`config.mk`:
```
export PLATFORM = sky130hd
export DESIGN_NAME = ball_gravity_bounce_step
export DESIGN_NICKNAME = d
export VERILOG_FILES = /design/src/hdl/bgbs_pkg.sv /design/src/hdl/bgbs_mul.sv /design/src/hdl/ball_gravity_bounce_step.sv
export SDC_FILE = /design/constraint.sdc
export NUM_CORES = 2
export LEC_CHECK = 0
export BUFFER_PORTS_ARGS = -buffer_cell sky130_fd_sc_hd__buf_2
export CAP_MARGIN = 15
export CORE_ASPECT_RATIO = 1.2
export CORE_UTILIZATION = 35
export CTS_CLUSTER_SIZE = 14
export DETAILED_ROUTE_END_ITERATION = 8
export MAX_ROUTING_LAYER = met4
export PLACE_DENSITY = 0.59
export SYNTH_ARGS = -nofsm -noshare
export SYNTH_HDL_FRONTEND = slang
export SYNTH_HIERARCHICAL = 1
export SYNTH_SLANG_ARGS = --single-unit
```
`constraint.sdc`:
```
create_clock -name clk -period 26.5 [get_ports clk]
set_clock_uncertainty 0.2 [all_clocks]
set_input_delay 5.3 -clock clk [delete_from_list [all_inputs] [get_ports clk]]
set_output_delay 5.3 -clock clk [all_outputs]
set_load 0.1 [all_outputs]
```
`src/hdl/bgbs_pkg.sv`:
```
// ----------------------------------------------------------------------------
// bgbs_pkg: shared types and constants for the ball bounce step block
// widths of the fixed-point fields, register map, codes and saturation helpers
// ----------------------------------------------------------------------------
package bgbs_pkg;

	localparam int POS_W   = 21;  // signed Q13.8 position
	localparam int VEL_W   = 24;  // signed Q16.8 velocity
	localparam int MS_W    = 10;
	localparam int GRAV_W  = 20;
	localparam int DAMP_W  = 17;  // Q1.16
	localparam int FIELD_W = 12;
	localparam int START_W = 20;
	localparam int CNT_W   = 8;
	localparam int LINE_W  = 13;  // wall line in whole pixels, signed
	localparam int REFL_W  = 15;
	localparam int SUM_W   = 26;  // headroom for sums before saturation
	localparam int FRAC_W  = 8;

	localparam int MUL_W   = 32;
	localparam int PROD_W  = 2 * MUL_W;
	localparam int QUO_W   = 24;
	localparam int XDIV_W  = 31;

	localparam int DATA_W  = 32;
	localparam int ADDR_W  = 5;

	localparam int BALL_RADIUS_DEF = 16;

	// divide by 1000 as a shift by 3 and a multiply by the reciprocal of 125
	localparam int                 DIV_SHIFT   = 3;
	localparam int                 DIV_ODD     = 125;
	localparam int                 RECIP_SHIFT = 32;
	localparam logic [MUL_W-1:0]   RECIP_125   = 32'd34359738;
	localparam int                 DAMP_SHIFT  = 16;
	localparam int                 DMAG_W      = 25;

	localparam logic [DAMP_W-1:0]  DAMP_RESET = 17'd65536;
	localparam logic [FIELD_W-1:0] FW_RESET   = 12'd640;
	localparam logic [FIELD_W-1:0] FH_RESET   = 12'd480;

	// register indexes
	localparam logic [2:0] REG_START_X  = 3'd0;
	localparam logic [2:0] REG_START_Y  = 3'd1;
	localparam logic [2:0] REG_START_VX = 3'd2;
	localparam logic [2:0] REG_START_VY = 3'd3;
	localparam logic [2:0] REG_DAMP     = 3'd4;
	localparam logic [2:0] REG_FIELD_W  = 3'd5;
	localparam logic [2:0] REG_FIELD_H  = 3'd6;

	// gravity direction codes
	localparam logic [1:0] GDIR_UP    = 2'd0;
	localparam logic [1:0] GDIR_DOWN  = 2'd1;
	localparam logic [1:0] GDIR_LEFT  = 2'd2;
	localparam logic [1:0] GDIR_RIGHT = 2'd3;

	localparam logic [CNT_W-1:0] CNT_MAX = 8'd255;

	localparam logic signed [SUM_W-1:0] POS_MAX_S = 26'sd1048575;
	localparam logic signed [SUM_W-1:0] POS_MIN_S = -26'sd1048576;
	localparam logic signed [SUM_W-1:0] VEL_MAX_S = 26'sd8388607;
	localparam logic signed [SUM_W-1:0] VEL_MIN_S = -26'sd8388608;

	typedef logic signed [POS_W-1:0] pos_t;
	typedef logic signed [VEL_W-1:0] vel_t;
	typedef logic [MUL_W-1:0]        mul_op_t;
	typedef logic [PROD_W-1:0]       prod_t;

	function automatic pos_t sat_pos(input logic signed [SUM_W-1:0] v);
		if (v > POS_MAX_S)
			return POS_W'(POS_MAX_S);
		else if (v < POS_MIN_S)
			return POS_W'(POS_MIN_S);
		else
			return POS_W'(v);
	endfunction

	function automatic vel_t sat_vel(input logic signed [SUM_W-1:0] v);
		if (v > VEL_MAX_S)
			return VEL_W'(VEL_MAX_S);
		else if (v < VEL_MIN_S)
			return VEL_W'(VEL_MIN_S);
		else
			return VEL_W'(v);
	endfunction

endpackage

```
`src/hdl/bgbs_mul.sv`:
```
// ----------------------------------------------------------------------------
// bgbs_mul: shared unsigned multiplier
// one 32 x 32 product per cycle, result registered
// ----------------------------------------------------------------------------
module bgbs_mul import bgbs_pkg::*; (
	input  logic    clk,
	input  mul_op_t a,
	input  mul_op_t b,
	output prod_t   p_q
);

	always_ff @(posedge clk) begin
		p_q <= PROD_W'(a) * PROD_W'(b);
	end

endmodule

```
`src/hdl/ball_gravity_bounce_step.sv`:
```
// ----------------------------------------------------------------------------
// ball_gravity_bounce_step: one euler step of a bouncing ball per tick
// position/velocity update, gravity, wall reflection with damping, stillness
// ----------------------------------------------------------------------------
// usage:
//   the input channel (in_valid/in_stall) carries one tick word: elapsed_ms,
//   gravity_dir, gravity_strength. the output channel (out_valid/out_stall)
//   returns one word per tick: new position, velocity, hit flag, still count.
//   a word is taken at a clock edge where valid is high and stall is low.
//   all multiplies run through one shared 32x32 multiplier under a small
//   sequencer; in_stall stays high while a tick is in work.
//   a tick runs three divides by 1000 (multiply, reciprocal, estimate, fix,
//   apply), for x, y and gravity, then three wall checks (bottom, right, left),
//   a damping multiply sequence (x, y, end) per wall hit, and one finish step.
//   the next tick is taken only from idle, after the result is registered, so
//   a new tick is never taken while the last one is still in work.
//   the result sits in an output register; a new tick is accepted while it
//   waits, and a finished tick holds in its last step while an earlier word is still stalled.
//   reset (arst_n low) clears position, velocity and count to zero and loads
//   the register reset values; the user must write registers over the apb port
//   only while idle, which the block itself does not enforce, and a start position/velocity write loads the ball state.
// ----------------------------------------------------------------------------
module ball_gravity_bounce_step import bgbs_pkg::*; #(
	parameter int BALL_RADIUS = BALL_RADIUS_DEF
) (
	input  logic                clk,
	input  logic                arst_n,
	// configuration
	input  logic                psel,
	input  logic                penable,
	input  logic                pwrite,
	input  logic [ADDR_W-1:0]   paddr,
	input  logic [DATA_W-1:0]   pwdata,
	output logic [DATA_W-1:0]   prdata,
	output logic                pready,
	// tick input
	input  logic                in_valid,
	output logic                in_stall,
	input  logic [MS_W-1:0]     elapsed_ms,
	input  logic [1:0]          gravity_dir,
	input  logic [GRAV_W-1:0]   gravity_strength,
	// result output
	output logic                out_valid,
	input  logic                out_stall,
	output logic signed [POS_W-1:0] pos_x,
	output logic signed [POS_W-1:0] pos_y,
	output logic signed [VEL_W-1:0] vel_x,
	output logic signed [VEL_W-1:0] vel_y,
	output logic                hit_wall,
	output logic [CNT_W-1:0]    still_ticks
);

	localparam logic [3:0] ST_IDLE    = 4'd0;
	localparam logic [3:0] ST_DIV_MUL = 4'd1;
	localparam logic [3:0] ST_DIV_RCP = 4'd2;
	localparam logic [3:0] ST_DIV_EST = 4'd3;
	localparam logic [3:0] ST_DIV_FIX = 4'd4;
	localparam logic [3:0] ST_APPLY   = 4'd5;
	localparam logic [3:0] ST_WALL    = 4'd6;
	localparam logic [3:0] ST_DMP_X   = 4'd7;
	localparam logic [3:0] ST_DMP_Y   = 4'd8;
	localparam logic [3:0] ST_DMP_END = 4'd9;
	localparam logic [3:0] ST_DONE    = 4'd10;

	localparam logic [1:0] PH_X = 2'd0;
	localparam logic [1:0] PH_Y = 2'd1;
	localparam logic [1:0] PH_G = 2'd2;

	localparam logic [1:0] WALL_BOTTOM = 2'd0;
	localparam logic [1:0] WALL_RIGHT  = 2'd1;
	localparam logic [1:0] WALL_LEFT   = 2'd2;

	localparam logic signed [LINE_W-1:0] RAD_L = LINE_W'(BALL_RADIUS);

	// configuration registers
	logic [START_W-1:0] start_x_q, start_y_q;
	logic [VEL_W-1:0]   start_vx_q, start_vy_q;
	logic [DAMP_W-1:0]  damp_q;
	logic [FIELD_W-1:0] fw_q, fh_q;

	// ball state
	pos_t               ball_x_q, ball_y_q, prev_x_q, prev_y_q;
	vel_t               speed_x_q, speed_y_q;
	logic [CNT_W-1:0]   still_q;

	// sequencer
	logic [3:0]         state_q;
	logic [1:0]         phase_q, wall_q;
	logic               flip_x_q, flip_y_q, hit_q, div_neg_q;
	logic [XDIV_W-1:0]  xdiv_q;
	logic [QUO_W-1:0]   qest_q, quo_q;
	logic [MS_W-1:0]    ms_q;
	logic [1:0]         dir_q;
	logic [GRAV_W-1:0]  grav_q;

	// output register
	logic               out_valid_q, hit_out_q;
	pos_t               pos_x_q, pos_y_q;
	vel_t               vel_x_q, vel_y_q;
	logic [CNT_W-1:0]   still_out_q;

	logic               wr_en;
	logic [2:0]         reg_idx;
	mul_op_t            mul_a, mul_b;
	prod_t              prod;
	logic [VEL_W-1:0]   mag_x, mag_y, div_mag;
	logic               div_neg;
	logic [XDIV_W-1:0]  rem;
	logic               round_up;
	logic signed [SUM_W-1:0] quo_s, quo_app, px_sum, py_sum, g_base, g_sum;
	logic               g_sub;
	pos_t               wall_pos, line_sh, refl_pos;
	logic signed [LINE_W-1:0] line_h, line_w, wall_line, whole;
	logic               frac_up, wall_hit;
	logic signed [REFL_W-1:0] refl;
	logic signed [REFL_W+FRAC_W-1:0] refl_sh;
	logic [DMAG_W-1:0]  dmag;
	logic signed [SUM_W-1:0] dmag_s;
	vel_t               damp_x, damp_y;
	logic               out_busy, pos_same;
	logic [CNT_W-1:0]   still_next;

	// ---------------- configuration port ----------------
	assign pready  = 1'b1;
	assign wr_en   = psel && penable && pwrite;
	assign reg_idx = paddr[4:2];

	always_comb begin
		unique case (reg_idx)
			REG_START_X:  prdata = DATA_W'(start_x_q);
			REG_START_Y:  prdata = DATA_W'(start_y_q);
			REG_START_VX: prdata = DATA_W'(start_vx_q);
			REG_START_VY: prdata = DATA_W'(start_vy_q);
			REG_DAMP:     prdata = DATA_W'(damp_q);
			REG_FIELD_W:  prdata = DATA_W'(fw_q);
			REG_FIELD_H:  prdata = DATA_W'(fh_q);
			default:      prdata = '0;
		endcase
	end

	always_ff @(posedge clk or negedge arst_n) begin
		if (!arst_n) begin
			start_x_q  <= '0;
			start_y_q  <= '0;
			start_vx_q <= '0;
			start_vy_q <= '0;
			damp_q     <= DAMP_RESET;
			fw_q       <= FW_RESET;
			fh_q       <= FH_RESET;
		end else if (wr_en) begin
			unique case (reg_idx)
				REG_START_X:  start_x_q  <= pwdata[START_W-1:0];
				REG_START_Y:  start_y_q  <= pwdata[START_W-1:0];
				REG_START_VX: start_vx_q <= pwdata[VEL_W-1:0];
				REG_START_VY: start_vy_q <= pwdata[VEL_W-1:0];
				REG_DAMP:     damp_q     <= pwdata[DAMP_W-1:0];
				REG_FIELD_W:  fw_q       <= pwdata[FIELD_W-1:0];
				REG_FIELD_H:  fh_q       <= pwdata[FIELD_W-1:0];
				default: ;
			endcase
		end
	end

	// ---------------- shared multiplier ----------------
	bgbs_mul u_mul (
		.clk (clk),
		.a   (mul_a),
		.b   (mul_b),
		.p_q (prod)
	);

	assign mag_x = speed_x_q[VEL_W-1] ? VEL_W'(-speed_x_q) : VEL_W'(speed_x_q);
	assign mag_y = speed_y_q[VEL_W-1] ? VEL_W'(-speed_y_q) : VEL_W'(speed_y_q);

	always_comb begin
		unique case (phase_q)
			PH_X: begin
				div_mag = mag_x;
				div_neg = speed_x_q[VEL_W-1];
			end
			PH_Y: begin
				div_mag = mag_y;
				div_neg = speed_y_q[VEL_W-1];
			end
			default: begin
				div_mag = VEL_W'(grav_q);
				div_neg = 1'b0;
			end
		endcase
	end

	always_comb begin
		mul_a = '0;
		mul_b = '0;
		unique case (state_q)
			ST_DIV_MUL: begin
				mul_a = MUL_W'(div_mag);
				mul_b = MUL_W'(ms_q);
			end
			ST_DIV_RCP: begin
				mul_a = MUL_W'(prod[DIV_SHIFT +: XDIV_W]);
				mul_b = RECIP_125;
			end
			ST_DIV_EST: begin
				mul_a = MUL_W'(prod[RECIP_SHIFT +: QUO_W]);
				mul_b = MUL_W'(DIV_ODD);
			end
			ST_DMP_X: begin
				mul_a = MUL_W'(mag_x);
				mul_b = MUL_W'(damp_q);
			end
			ST_DMP_Y: begin
				mul_a = MUL_W'(mag_y);
				mul_b = MUL_W'(damp_q);
			end
			default: ;
		endcase
	end

	// reciprocal estimate is exact or one low
	assign rem      = xdiv_q - prod[XDIV_W-1:0];
	assign round_up = (rem >= XDIV_W'(DIV_ODD));

	// ---------------- quotient application ----------------
	assign quo_s   = $signed({2'b00, quo_q});
	assign quo_app = div_neg_q ? -quo_s : quo_s;
	assign px_sum  = SUM_W'(ball_x_q) + quo_app;
	assign py_sum  = SUM_W'(ball_y_q) + quo_app;
	assign g_base  = dir_q[1] ? SUM_W'(speed_x_q) : SUM_W'(speed_y_q);
	assign g_sub   = (dir_q == GDIR_UP) || (dir_q == GDIR_LEFT);
	assign g_sum   = g_sub ? (g_base - quo_s) : (g_base + quo_s);

	// ---------------- wall reflection ----------------
	assign line_h = $signed({1'b0, fh_q}) - RAD_L;
	assign line_w = $signed({1'b0, fw_q}) - RAD_L;

	always_comb begin
		unique case (wall_q)
			WALL_BOTTOM: begin
				wall_pos  = ball_y_q;
				wall_line = line_h;
			end
			WALL_RIGHT: begin
				wall_pos  = ball_x_q;
				wall_line = line_w;
			end
			default: begin
				wall_pos  = ball_x_q;
				wall_line = RAD_L;
			end
		endcase
	end

	assign line_sh  = {wall_line, 8'h00};
	assign wall_hit = (wall_q == WALL_LEFT) ? (wall_pos < line_sh) : (wall_pos > line_sh);
	// whole pixels, truncated toward zero
	assign frac_up  = wall_pos[POS_W-1] && (wall_pos[FRAC_W-1:0] != '0);
	assign whole    = $signed(wall_pos[POS_W-1:FRAC_W]) + $signed({{(LINE_W-1){1'b0}}, frac_up});
	assign refl     = $signed({wall_line[LINE_W-1], wall_line, 1'b0})
	                - $signed({{(REFL_W-LINE_W){whole[LINE_W-1]}}, whole});
	assign refl_sh  = {refl, 8'h00};
	assign refl_pos = sat_pos(SUM_W'(refl_sh));

	// damped velocity: magnitude times damping, sign of the (possibly negated) component
	assign dmag    = prod[DAMP_SHIFT +: DMAG_W];
	assign dmag_s  = $signed({1'b0, dmag});
	assign damp_x  = sat_vel((speed_x_q[VEL_W-1] ^ flip_x_q) ? -dmag_s : dmag_s);
	assign damp_y  = sat_vel((speed_y_q[VEL_W-1] ^ flip_y_q) ? -dmag_s : dmag_s);

	// ---------------- finish ----------------
	assign out_busy   = out_valid_q && out_stall;
	assign pos_same   = (ball_x_q == prev_x_q) && (ball_y_q == prev_y_q);
	assign still_next = !pos_same ? '0 : ((still_q == CNT_MAX) ? CNT_MAX : still_q + 1'b1);

	assign in_stall = (state_q != ST_IDLE);

	// ---------------- sequencer and ball state ----------------
	always_ff @(posedge clk or negedge arst_n) begin
		if (!arst_n) begin
			state_q     <= ST_IDLE;
			phase_q     <= PH_X;
			wall_q      <= WALL_BOTTOM;
			flip_x_q    <= 1'b0;
			flip_y_q    <= 1'b0;
			hit_q       <= 1'b0;
			div_neg_q   <= 1'b0;
			ball_x_q    <= '0;
			ball_y_q    <= '0;
			prev_x_q    <= '0;
			prev_y_q    <= '0;
			speed_x_q   <= '0;
			speed_y_q   <= '0;
			still_q     <= '0;
			out_valid_q <= 1'b0;
		end else begin
			// a new word may replace the one taken at this edge
			if (state_q == ST_DONE && !out_busy)
				out_valid_q <= 1'b1;
			else if (out_valid_q && !out_stall)
				out_valid_q <= 1'b0;

			if (wr_en) begin
				unique case (reg_idx)
					REG_START_X: begin
						ball_x_q <= pos_t'({1'b0, pwdata[START_W-1:0]});
						prev_x_q <= pos_t'({1'b0, pwdata[START_W-1:0]});
						still_q  <= '0;
					end
					REG_START_Y: begin
						ball_y_q <= pos_t'({1'b0, pwdata[START_W-1:0]});
						prev_y_q <= pos_t'({1'b0, pwdata[START_W-1:0]});
						still_q  <= '0;
					end
					REG_START_VX: speed_x_q <= pwdata[VEL_W-1:0];
					REG_START_VY: speed_y_q <= pwdata[VEL_W-1:0];
					default: ;
				endcase
			end

			unique case (state_q)
				ST_IDLE: begin
					if (in_valid) begin
						phase_q <= PH_X;
						hit_q   <= 1'b0;
						state_q <= ST_DIV_MUL;
					end
				end
				ST_DIV_MUL: begin
					div_neg_q <= div_neg;
					state_q   <= ST_DIV_RCP;
				end
				ST_DIV_RCP: state_q <= ST_DIV_EST;
				ST_DIV_EST: state_q <= ST_DIV_FIX;
				ST_DIV_FIX: state_q <= ST_APPLY;
				ST_APPLY: begin
					unique case (phase_q)
						PH_X: begin
							ball_x_q <= sat_pos(px_sum);
							phase_q  <= PH_Y;
							state_q  <= ST_DIV_MUL;
						end
						PH_Y: begin
							ball_y_q <= sat_pos(py_sum);
							phase_q  <= PH_G;
							state_q  <= ST_DIV_MUL;
						end
						default: begin
							if (dir_q[1])
								speed_x_q <= sat_vel(g_sum);
							else
								speed_y_q <= sat_vel(g_sum);
							wall_q  <= WALL_BOTTOM;
							state_q <= ST_WALL;
						end
					endcase
				end
				ST_WALL: begin
					if (wall_hit) begin
						if (wall_q == WALL_BOTTOM) begin
							ball_y_q <= refl_pos;
							flip_x_q <= 1'b0;
							flip_y_q <= 1'b1;
						end else begin
							ball_x_q <= refl_pos;
							flip_x_q <= 1'b1;
							flip_y_q <= 1'b0;
						end
						hit_q   <= 1'b1;
						state_q <= ST_DMP_X;
					end else if (wall_q == WALL_LEFT) begin
						state_q <= ST_DONE;
					end else begin
						wall_q <= wall_q + 1'b1;
					end
				end
				ST_DMP_X: state_q <= ST_DMP_Y;
				ST_DMP_Y: begin
					speed_x_q <= damp_x;
					state_q   <= ST_DMP_END;
				end
				ST_DMP_END: begin
					speed_y_q <= damp_y;
					if (wall_q == WALL_LEFT) begin
						state_q <= ST_DONE;
					end else begin
						wall_q  <= wall_q + 1'b1;
						state_q <= ST_WALL;
					end
				end
				ST_DONE: begin
					if (!out_busy) begin
						still_q  <= still_next;
						prev_x_q <= ball_x_q;
						prev_y_q <= ball_y_q;
						state_q  <= ST_IDLE;
					end
				end
				default: state_q <= ST_IDLE;
			endcase
		end
	end

	// datapath registers, no reset needed
	always_ff @(posedge clk) begin
		if (state_q == ST_IDLE && in_valid) begin
			ms_q   <= elapsed_ms;
			dir_q  <= gravity_dir;
			grav_q <= gravity_strength;
		end
		if (state_q == ST_DIV_RCP)
			xdiv_q <= prod[DIV_SHIFT +: XDIV_W];
		if (state_q == ST_DIV_EST)
			qest_q <= prod[RECIP_SHIFT +: QUO_W];
		if (state_q == ST_DIV_FIX)
			quo_q <= qest_q + QUO_W'(round_up);
		if (state_q == ST_DONE && !out_busy) begin
			pos_x_q     <= ball_x_q;
			pos_y_q     <= ball_y_q;
			vel_x_q     <= speed_x_q;
			vel_y_q     <= speed_y_q;
			hit_out_q   <= hit_q;
			still_out_q <= still_next;
		end
	end

	assign out_valid   = out_valid_q;
	assign pos_x       = pos_x_q;
	assign pos_y       = pos_y_q;
	assign vel_x       = vel_x_q;
	assign vel_y       = vel_y_q;
	assign hit_wall    = hit_out_q;
	assign still_ticks = still_out_q;

endmodule

```
======== Word-level counts from Yosys, hierarchy flattened ========
Index checks and enable logic that the tools add are counted.
storage, ports and cells
  bits in writable memories ............... 0
  output and inout port bits .............. 134
  latch bits .............................. 0
  memory bits (read-only) ................. 0
  memories ................................ 0
  logic and storage cells ................. 220
  register bits after elaboration ......... 548
operators by class
  equality and inequality tests ........... 30
  shifts and indexed selects .............. 0
  reductions and logical operators ........ 37
  magnitude comparators ................... 15
  divide/modulo/power cells ............... 0
  multiplexer cells ....................... 84
  $mul .................................... 1
  bitwise gates (word level) .............. 2
  $add $sub $neg .......................... 16
operators by type and width
  operator                                                         count
  2-to-1 mux 21 bit                                                25
  2-to-1 mux 24 bit                                                16
  case mux 24 bit (7 select lines)                                 1
  case mux 31 bit (5 select lines)                                 1
  case mux 24 bit (2 select lines)                                 3
  2-to-1 mux 26 bit                                                5
  case mux 26 bit (4 select lines)                                 1
  case mux 21 bit (2 select lines)                                 2
  greater-than comparator 26 x 24 -> 1 bit, second input constant  3
  < comparator 26 x 24 -> 1 bit, second input constant             3
  multiplier 31 x 26 -> 56 bit                                     1
  adder 21 x 26 -> 26 bit                                          2
  greater-than comparator 26 x 21 -> 1 bit, second input constant  2
  < comparator 26 x 21 -> 1 bit, second input constant             2
  2-to-1 mux 8 bit                                                 6
  negation 24 bit                                                  2
  case mux 4 bit (11 select lines)                                 1
  == test 21 bit                                                   2
  >= comparator 31 x 7 -> 1 bit, second input constant             1
  subtractor 31 bit                                                1
  adder 26 x 25 -> 26 bit                                          1
  negation 24 -> 26 bit                                            1
  negation 25 -> 26 bit                                            1
  case mux 13 bit (2 select lines)                                 1
  44 further kinds                                                 101

======== Depth between registers and ports, before layout ========
  depth in word-level cells ............... 12
  depth in mapped cells ................... 37
  mapped depth without buffers ............ 35

======== Cells and area by module ========
Netlist, hierarchy kept.
by module, submodules not included
  module                    area an instance (um2)  seq. area each (um2)  cells each  instances
  bgbs_mul                  34677.0                 1281.2                3760        1
  ball_gravity_bounce_step  32962.9                 13371.6               3595        1

======== Worst setup path after synthesis ========
OpenSTA, ideal clock, no wires.
  path type ............................... in2out
  from .................................... in paddr[4]
  to ...................................... out prdata[5]
  buffers on the path ..................... 2
  data arrival time ....................... 8359 ps
  setup slack ............................. 12641 ps
  stages .................................. 6
  cells stage by stage .................... clkbuf_1 buf_1 mux2i_1 nor2_1 a31oi_1 o21ai_0
between the ends
  word-level cells in the longest chain between the ends .. 2
  elaborated cells on any way between the ends .. 8
RTL lines
  what                                   RTL line                         RTL
  start: declaration                     ball_gravity_bounce_step.sv:32   input logic [ADDR_W-1:0] paddr,
  == test 3 bit (tied with other cells)  ball_gravity_bounce_step.sv:129  unique case (reg_idx)
  case mux 24 bit (7 select lines) *     ball_gravity_bounce_step.sv:129
  end: declaration                       ball_gravity_bounce_step.sv:34   output logic [DATA_W-1:0] prdata,
Mark *: on every way between the ends. The rest lies on a longest branch, timed or not.

======== Final worst setup path ========
  from .................................... in paddr[2]
  to ...................................... out prdata[12]
The elaborated chain is that of the path after synthesis.

==> impl_metrics.json <==
{
  "status": "complete, no violations",
  "maxSlewHeadroom": 0.234,
  "avgSynthCellArea_um2": 9.20,
  "via_per_inst": 5.46,
  "grt_max_degree": 132,
  "cts_max_path_buffers": 3,
  "synthCells": 7149,
  "place_hpwl_mm": 200,
  "area_delta_synth_final_pct": 9.35,
  "critical_path_required_ns": 21.00,
  "maxCapViolations": 0,
  "post_drt_wl_per_cell_um": 26.1,
  "htreeDepth": 2,
  "numPortBuffers": 190,
  "met1Wirelength_mm": 101,
  "drt_pass1_iterations": 9,
  "drive_gt1_frac": 0.0840,
  "drc": 0,
  "tns_ns": 0,
  "slowest_stage": "nor2b_1",
  "cts_resized": 0,
  "start_util": 0.354,
  "path_class": "in2out",
  "track_usage": 0.273,
  "die_w_um": 398,
  "grt_pass1_vias": 54600,
  "rsz0062_at_grt": "no",
  "grt_overflow": 0,
  "report.final.slew_viol_count": 0,
  "antenna_left": 0,
  "synth_warnings": 6,
  "clk_pin_slew_ns": 0.07,
  "root_buffer": "clkbuf_16",
  "setup_viol": 0,
  "gp_congestion": 1.04,
  "num_rows": 173,
  "fillers": 18600,
  "worstSkewPairLatency_ns": 0.72,
  "fin_crit_sh": 0.518,
  "dr.first_iter.drc_count": 4522,
  "hold_buffers": 0,
  "crit_family": "buffers and inverters",
  "netlist_area_um2": 65800,
  "path_cells": "buf_2 > buf_4 > nor2b_1 > buf_4 > a22oi_1 > o221ai_1 > buf_2",
  "fin_crit_ns": 13.72,
  "final_hold_viol_count": 0,
  "end_kind": "primary output",
  "wl_met2_mm": 120,
  "wl_met3_mm": 15.6,
  "grt_pass1_wl_mm": 370,
  "nets": 8516,
  "vias": 53000,
  "top_layer": "met4",
  "worst_slew_pin_slew_ns": 1.12,
  "routed_wirelength_mm": 253,
  "fp.coreArea_um2": 186000,
  "cp.buffers_inverters": 4,
  "die_h_um": 477,
  "die_area_um2": 190000,
  "cp-start-kind": "input pin",
  "hp-class": "reg2reg",
  "critPathMaxStageDelay_ns": 0.78,
  "antenna_found_initial": 21,
  "arrival_ns": 8.22,
  "io_pins": 210,
  "numCtsBuffers": 60,
  "worstPathMaxFanout": 39,
  "clock_sinks": 548,
  "fmax_mhz": 72.9,
  "post-cts-setup-buffer-count": 0,
  "cts_tree": "yes"
}
[layout by cell type (no fill, tap or decap), types with 56 or more instances in the layout]
cell type    n
mux2_2      79
nand3_1     81
conb_1      69
a21o_1     128
o21ai_0    246
dfxtp_1     56
nand2_1    977
inv_1      953
a21oi_1    342
ha_1       362
edfxtp_1   210
and2_1     613
dfrtp_1    275
xnor2_1    187
and3_1      61
clkbuf_16   64
buf_2      189
fa_1       882
nor2_1     247
xor2_1     143
buf_4      128
[final cells by class]
class	count	area, µm²	area share
multi-input cells	5311	46600	0.647
flip-flops and latches	548	14500	0.202
inverters	955	3590	0.0499
well taps	2450	3070	0.0426
repair buffers	320	1950	0.0271
clock buffers	76	1720	0.0239
clock inverters	38	529	0.00736
diodes	11	27.5	0.000383
[metrics by stage]
stage	std cells	instance area, µm²	hold WS (ns)	setup WS [ns]	utilization
after floorplan	7216	66000	0.206	12.64	-
after global placement	9582	69600	0.219	12.92	0.374
after detailed placement	9582	69600	0.219	12.88	0.374
after CTS	9696	71900	0.235	12.87	0.387
after global routing	9705	71900	0.262	12.76	0.387
final	9709	71900	0.237	12.78	0.387
[path summary, 6_finish.rpt]
check,from,endpoint,slack (ns),depth (start not counted)
setup / recovery,paddr[2],prdata[12],12.78,7
hold / removal,u_mul/p_q[41],qest_q[9],0.24,0
setup reg to reg,speed_y_q[0],u_mul/p_q[51],15.41,32
hold reg to reg,u_mul/p_q[41],qest_q[9],0.24,0
max in group asynchronous,arst_n,damp_q[0],19.31,3
min in group asynchronous,arst_n,prev_x_q[17],4.38,1
[layer usage]
layer / vias up / track usage
met5: - / -
met4: 0 / 0.154
met3: 517 / 0.0333
met2: 2126 / 0.439
met1: 27000 / 0.331
li1: 23400 / -
[worst reg2reg max path: cells and delay by family, from the launching register on]
family          cells  cell delay [ns]
flops               1             0.48
compound gates      6             1.65
buf+inv             6             0.84
xor+xnor            2             0.38
fa+ha+maj           9             4.38
simple gates        9             3.06
[state kept, by name, indices dropped and copies added (netlist names), 10 cells and up]
| register | cells |
|---|---|
| u_mul/p_q | 56 |
| xdiv_q | 31 |
| qest_q | 24 |
| quo_q | 24 |
| speed_x_q | 24 |
| speed_y_q | 24 |
| start_vx_q | 24 |
| start_vy_q | 24 |
| vel_x | 24 |
| vel_y | 24 |
| ball_x_q | 21 |
| ball_y_q | 21 |
| pos_x | 21 |
| pos_y | 21 |
| prev_x_q | 21 |
| prev_y_q | 21 |
| grav_q | 20 |
| start_x_q | 20 |
| start_y_q | 20 |
| damp_q | 17 |
| fh_q | 12 |
| fw_q | 12 |
| ms_q | 10 |
Power is not shown: default switching activity piles up to over one toggle a cycle in this logic, so the estimate is an artifact.
